### src/design/tmsf_pkg.sv
// Package for the temporal median scan filter: shared constants, register
// indexes and the controller-to-datapath command struct. No dependencies.
`timescale 1ns / 1ps

package tmsf_pkg;

	// Default sizes, handed to the top-level parameters.
	localparam int DEF_MAX_BEAMS   = 1024;
	localparam int DEF_MAX_DEPTH   = 16;
	localparam int DEF_SAMPLE_BITS = 16;

	// Configuration port layout.
	localparam int WINDOW_DEPTH_BITS = 5;
	localparam int BEAMS_IN_USE_BITS = 11;
	localparam int CFG_DATA_BITS     = 11;
	localparam int CFG_INDEX_BITS    = 2;

	localparam logic [CFG_INDEX_BITS-1:0] REG_WINDOW_DEPTH = 2'd0;
	localparam logic [CFG_INDEX_BITS-1:0] REG_BEAMS_IN_USE = 2'd1;

	localparam int RESET_WINDOW_DEPTH = 5;
	localparam int RESET_BEAMS_IN_USE = 360;

	// Commands from the controller to the datapath.
	typedef struct packed {
		logic load_sample; // capture the accepted sample and seed the sorter
		logic rd_en;       // read one history entry
		logic insert;      // insert the history word read last cycle
		logic wr_en;       // store the current sample into history
		logic pick_lo;     // capture the lower middle value
		logic out_load;    // form the result into the output register
	} tmsf_cmd_t;

endpackage

### src/design/tmsf_ctrl.sv
// Controller of the temporal median scan filter: configuration registers,
// scan counters and the per-sample sequencer. Uses tmsf_pkg.
`timescale 1ns / 1ps

module tmsf_ctrl
	import tmsf_pkg::*;
	#(
		parameter int MAX_BEAMS  = DEF_MAX_BEAMS,
		parameter int MAX_DEPTH  = DEF_MAX_DEPTH,
		localparam int BEAM_BITS = (MAX_BEAMS > 1) ? $clog2(MAX_BEAMS) : 1,
		localparam int SLOT_BITS = (MAX_DEPTH > 1) ? $clog2(MAX_DEPTH) : 1
	) (
	input  logic                      clk,
	input  logic                      arst_n,
	input  logic                      in_valid,
	output logic                      in_ready,
	output logic                      out_valid,
	input  logic                      out_ready,
	input  logic                      cfg_valid,
	output logic                      cfg_ready,
	input  logic [CFG_INDEX_BITS-1:0] cfg_index,
	input  logic [CFG_DATA_BITS-1:0]  cfg_data,
	output tmsf_cmd_t                 cmd,
	output logic [SLOT_BITS-1:0]      rd_slot,
	output logic [SLOT_BITS-1:0]      wr_slot,
	output logic [BEAM_BITS-1:0]      beam,
	output logic                      last
);

	localparam int DEPTH_CNT_BITS = $clog2(MAX_DEPTH + 1);
	localparam int BEAM_CNT_BITS  = $clog2(MAX_BEAMS + 1);

	typedef enum logic [4:0] {
		S_IDLE  = 5'b00001,
		S_READ  = 5'b00010,
		S_DRAIN = 5'b00100,
		S_LO    = 5'b01000,
		S_HI    = 5'b10000
	} state_t;

	function automatic logic [DEPTH_CNT_BITS-1:0] clamp_depth(
		input logic [WINDOW_DEPTH_BITS-1:0] raw);
		int v;
		v = int'(raw);
		if (v == 0) begin
			v = 1;
		end else if (v > MAX_DEPTH) begin
			v = MAX_DEPTH;
		end
		return DEPTH_CNT_BITS'(v);
	endfunction

	function automatic logic [BEAM_CNT_BITS-1:0] clamp_beams(
		input logic [BEAMS_IN_USE_BITS-1:0] raw);
		int v;
		v = int'(raw);
		if (v == 0) begin
			v = 1;
		end else if (v > MAX_BEAMS) begin
			v = MAX_BEAMS;
		end
		return BEAM_CNT_BITS'(v);
	endfunction

	state_t                    state_q;
	logic [DEPTH_CNT_BITS-1:0] window_q;
	logic [BEAM_CNT_BITS-1:0]  beams_q;
	logic [SLOT_BITS-1:0]      oldest_q;
	logic [DEPTH_CNT_BITS-1:0] scans_q;
	logic [BEAM_BITS-1:0]      beam_q;
	logic [SLOT_BITS-1:0]      rd_slot_q;
	logic                      rd_use_s1;
	logic                      out_valid_q;
	logic                      full;
	logic                      rd_last;
	logic                      rd_skip;
	logic                      out_free;
	logic                      accept;

	assign full     = (scans_q == window_q);
	assign rd_last  = ((DEPTH_CNT_BITS'(rd_slot_q) + DEPTH_CNT_BITS'(1)) == scans_q);
	assign rd_skip  = full && (rd_slot_q == oldest_q);
	assign out_free = !out_valid_q || out_ready;
	assign in_ready = (state_q == S_IDLE);
	assign accept   = in_valid && in_ready;

	assign cfg_ready = 1'b1;
	assign out_valid = out_valid_q;
	assign rd_slot   = rd_slot_q;
	assign wr_slot   = full ? oldest_q : SLOT_BITS'(scans_q);
	assign beam      = beam_q;
	assign last      = ((BEAM_CNT_BITS'(beam_q) + BEAM_CNT_BITS'(1)) == beams_q);

	always_comb begin
		cmd.load_sample = accept;
		cmd.rd_en       = (state_q == S_READ);
		cmd.insert      = rd_use_s1;
		cmd.wr_en       = (state_q == S_LO);
		cmd.pick_lo     = (state_q == S_LO);
		cmd.out_load    = (state_q == S_HI) && out_free;
	end

	always_ff @(posedge clk or negedge arst_n) begin
		if (!arst_n) begin
			state_q     <= S_IDLE;
			window_q    <= clamp_depth(WINDOW_DEPTH_BITS'(RESET_WINDOW_DEPTH));
			beams_q     <= clamp_beams(BEAMS_IN_USE_BITS'(RESET_BEAMS_IN_USE));
			oldest_q    <= '0;
			scans_q     <= '0;
			beam_q      <= '0;
			rd_slot_q   <= '0;
			rd_use_s1   <= 1'b0;
			out_valid_q <= 1'b0;
		end else begin
			rd_use_s1 <= (state_q == S_READ) && !rd_skip;

			if (cmd.out_load) begin
				out_valid_q <= 1'b1;
			end else if (out_ready) begin
				out_valid_q <= 1'b0;
			end

			unique case (state_q)
				S_IDLE: begin
					rd_slot_q <= '0;
					if (accept) begin
						state_q <= (scans_q == '0) ? S_LO : S_READ;
					end
				end
				S_READ: begin
					rd_slot_q <= rd_slot_q + SLOT_BITS'(1);
					if (rd_last) begin
						state_q <= S_DRAIN;
					end
				end
				S_DRAIN: begin
					state_q <= S_LO;
				end
				S_LO: begin
					state_q <= S_HI;
				end
				S_HI: begin
					if (out_free) begin
						state_q <= S_IDLE;
						if (last) begin
							beam_q <= '0;
							if (!full) begin
								scans_q <= scans_q + DEPTH_CNT_BITS'(1);
							end else if ((DEPTH_CNT_BITS'(oldest_q) + DEPTH_CNT_BITS'(1))
									== window_q) begin
								oldest_q <= '0;
							end else begin
								oldest_q <= oldest_q + SLOT_BITS'(1);
							end
						end else begin
							beam_q <= beam_q + BEAM_BITS'(1);
						end
					end
				end
				default: begin
					state_q <= S_IDLE;
				end
			endcase

			// A write to either configuration register restarts the scan bookkeeping.
			if (cfg_valid && cfg_ready) begin
				unique case (cfg_index)
					REG_WINDOW_DEPTH: begin
						window_q <= clamp_depth(cfg_data[WINDOW_DEPTH_BITS-1:0]);
						oldest_q <= '0;
						scans_q  <= '0;
						beam_q   <= '0;
					end
					REG_BEAMS_IN_USE: begin
						beams_q  <= clamp_beams(cfg_data[BEAMS_IN_USE_BITS-1:0]);
						oldest_q <= '0;
						scans_q  <= '0;
						beam_q   <= '0;
					end
					default: begin
					end
				endcase
			end
		end
	end

	a_scans_bound: assert property (@(posedge clk) disable iff (!arst_n)
		scans_q <= window_q)
		else $error("stored scan count exceeds the window depth");

	a_oldest_when_full: assert property (@(posedge clk) disable iff (!arst_n)
		(oldest_q != '0) |-> full)
		else $error("oldest slot moved before the window filled");

	a_beam_bound: assert property (@(posedge clk) disable iff (!arst_n)
		BEAM_CNT_BITS'(beam_q) < beams_q)
		else $error("beam counter beyond the beams in use");

	a_result_waits: assert property (@(posedge clk) disable iff (!arst_n)
		(state_q == S_HI && !out_free) |=> (state_q == S_HI))
		else $error("result dropped while the output register was full");

	a_insert_in_read: assert property (@(posedge clk) disable iff (!arst_n)
		cmd.insert |-> (state_q == S_READ || state_q == S_DRAIN))
		else $error("sorter insert outside the history read phase");

endmodule

### config.mk
export PLATFORM = sky130hd
export DESIGN_NAME = tmsf_ctrl
export DESIGN_NICKNAME = d
export VERILOG_FILES = /design/src/design/tmsf_pkg.sv /design/src/design/tmsf_ctrl.sv
export SDC_FILE = /design/constraint.sdc
export NUM_CORES = 1
export LEC_CHECK = 0
export BUFFER_PORTS_ARGS = -buffer_cell sky130_fd_sc_hd__clkbuf_2
export CAP_MARGIN = 20
export CORE_MARGIN = 5
export CORE_UTILIZATION = 61
export DETAILED_ROUTE_END_ITERATION = 16
export PLACE_DENSITY = 0.85
export SYNTH_ARGS = -nofsm -noshare
export SYNTH_HDL_FRONTEND = slang
export SYNTH_SLANG_ARGS = --single-unit
### constraint.sdc
create_clock -name clk -period 7.25 [get_ports clk]
set_clock_uncertainty 0.1 [all_clocks]
set_input_delay 0 -clock clk [delete_from_list [all_inputs] [get_ports clk]]
set_output_delay 0 -clock clk [all_outputs]
set_load 0.1 [all_outputs]
==> reports/results.ini <==
[yosys]
synth_nets = 349
synthFlopType = dfrtp_1
synth.avg_cell_area_um2 = 9.07
synth_top_area_cell = dfrtp_1
ys_warn_count = 0
synth_seq_cells = 46
synth_edf_count = 0
synthesis.instances = 326
async_flop_share_pct = 100
netlist_area_mm2 = 0.00296
synth_top_area_share_pct = 33.0
yosys-top-cells-area = dfrtp_1 33%, xnor2_1 6.5%, dfstp_2 6.2%, nand2_1 4.1%, xor2_1 3.8%
ys_seq_area_share_pct = 39.2
synth.distinct_cells = 56

[finish]
final_cell_mix = 44 x clkbuf_2, 39 x dfrtp_1, 32 x nand2_1, 22 x xnor2_1, 22 x o21ai_0
layout-drive-gt1-share_pct = 18.1
final_net_count = 398
area_delta_synth_final_pct = 15.9
final_common_cell = clkbuf_2
fin_util_pct = 72.6
num_antenna_cells = 0

[placed_design]
gp_congestion = 0.878
hpwl_um = 5020
numPortBuffers = 44
dp_slack_ps = 4280

[timing]
setup_viol = 0
clock.fmax_mhz = 297
tns_ps = 0
setup_ws_ps = 3880
fin_hold_ws_ps = 51.5
maxSlewViolCount = 0
post-route-min-period_ps = 3370
period_share_pct = 46.5
worst_pin_slew_ps = 955
finalHoldViolations = 0
rsz0062_at_grt = no
max_slew_margin_pct = 34.7

[run]
max_cap_viol_count = 0

[pwr]
powerDensity_mw_per_mm2 = 216
peakVddDrop_mv = 0.125
total_power_w = 0.000740
p_leak_nw = 1.53

[global_routing]
grt.total_usage_pct = 23.3
grt_antenna_before_repair = 0
grt_max_degree = 47
grt_pass1_wl_um = 11600
grt_pass1_vias = 2479
gr-total-overflow = 0

[worst_setup_path]
cp-end-kind = output port
required_ps = 7150
cpMaxStageDelayCell = or3_1
r2r_end = oldest_q[1]$_DFF_PN0_
slowest_delay_ps = 570
path_buf_inv = 1
path_cells = ha_1, and3_1, and4_1, o2111ai_1, or3_1, nor2_2, clkbuf_2
cp_top_family = simple AND/OR/NAND/NOR gates
path_class = flop to output port
reg2reg_depth = 7
r2r_start = beam[0]$_DFF_PN0_
cp-start-kind = flop
cp_max_fo = 13
cp.arrival_ps = 3270
r2r_slack_ps = 4350

[detailed_routing]
avgRoutedWirePerCell_um = 15.3
routed_wl_um = 6790
first_pass_iters = 4
antenna_left = 0
drc = 0
vias_per_cell = 5.93
drtIter0Drc = 183
vias = 2625

[clock_network]
h-tree-depth = 2
cts_root_buffer = clkbuf_8
clk_latency_ps = 310
cts_tree = done
cts_buffers = 5
cts_max_path_buffers = 2
clkSlewWorstSetupHoldPaths_ps = 90
cts_sinks = 46

[hold_path]
hp-class = primary input to flop
min_path_cells = 3
holdPathEnd = beam[1]$_DFF_PN0_
min_from = cfg_index[1]

[floorplan]
chipHeight_um = 79.6
start_util_pct = 62.6
die_x_um = 79.6
ioPinCount = 46
core_mm2 = 0.00472
row_count = 25
die_area_mm2 = 0.00634

[status]
outcome = completed

-- synth_stat cells (6+ instances only) --
master / number
inv_1: 8
a211oi_1: 8
clkbuf_1: 12
nand2_1: 32
nand2b_1: 6
nor4_1: 9
dfstp_2: 7
dfrtp_1: 39
a21oi_1: 12
nand3_1: 12
nor2_1: 20
xnor2_1: 22
o21ai_0: 22
xor2_1: 13
nor2b_1: 8
nor3_1: 8
a22o_1: 9
-- how the worst max path moves through the flow --
stage	from	end	slack, ps	depth (start not counted)
floorplan	state_q[3]$_DFFE_PN0P_	rd_slot[2]$_DFFE_PN0P_	3210	5
global placement	beam[0]$_DFF_PN0_	last	4410	7
detailed placement	beam[0]$_DFF_PN0_	last	4280	7
CTS	beam[0]$_DFF_PN0_	last	3940	7
global route	beam[0]$_DFF_PN0_	last	3600	7
finish	beam[0]$_DFF_PN0_	last	3880	7
-- final cells by class --
class | instances | area [um^2]
multi-input combinational | 250 | 1660
fill | 363 | 1290
sequential | 46 | 1160
inverter | 9 | 33.8
timing repair buffer | 63 | 405
clock inverter | 1 | 7.51
tap | 67 | 83.8
clock buffer | 7 | 76.3
-- cells by family after synthesis --
group / after synthesis / synth area share [%]
AOI/OAI and AO/OA: 80 / 18.9
xor gates and xnor gates: 35 / 10.4
adders and majority gates: 5 / 2.12
buffers and inverters: 30 / 4.61
DFF: 46 / 39.2
muxes: 5 / 1.78
other: 1 / 0.127
and+or+nand+nor: 124 / 22.9
-- state kept, by name (all words and copies together), names as in the netlist --
name,flops
beam,10
beams_q,11
oldest_q,4
out_valid,1
rd_slot,4
rd_use_s1,1
scans_q,5
state_q,5
window_q,5
-- per-stage QoR --
step,instances,area (um^2)
final,443,3430
after detailed placement,418,3170
after floorplan,326,2960
after global placement,418,3170
after global routing,443,3430
after CTS,443,3430
-- layer usage --
layer / GRT usage (%) / wire, um
met1: 30.2 / 2890
met2: 38.6 / 3370
met3: 4.63 / 431
met4: 8.42 / 92
met5: 0 / 0
-- report_power, final --
| part | switching (W) | internal, W | leakage (nW) |
|---|---|---|---|
| Sequential | 0.0000252 | 0.000285 | 0.605 |
| Clock | 0.0000879 | 0.0000683 | 0.0385 |
| Combinational | 0.000202 | 0.0000717 | 0.885 |
| Total | 0.000315 | 0.000425 | 1.53 |
-- worst min-delay path, cell delays in order --
cell and delay, ps:
clkbuf_2 80, nor2b_1 170, a21oi_1 170
-- repair_timing --
action,4_1_cts,5_1_grt
endpoints found under the hold margin,60,0
gates resized for setup,0,0
hold buffers,17,0
buffers inserted,0,0
Note: power is estimated with default switching activity, not from simulation.
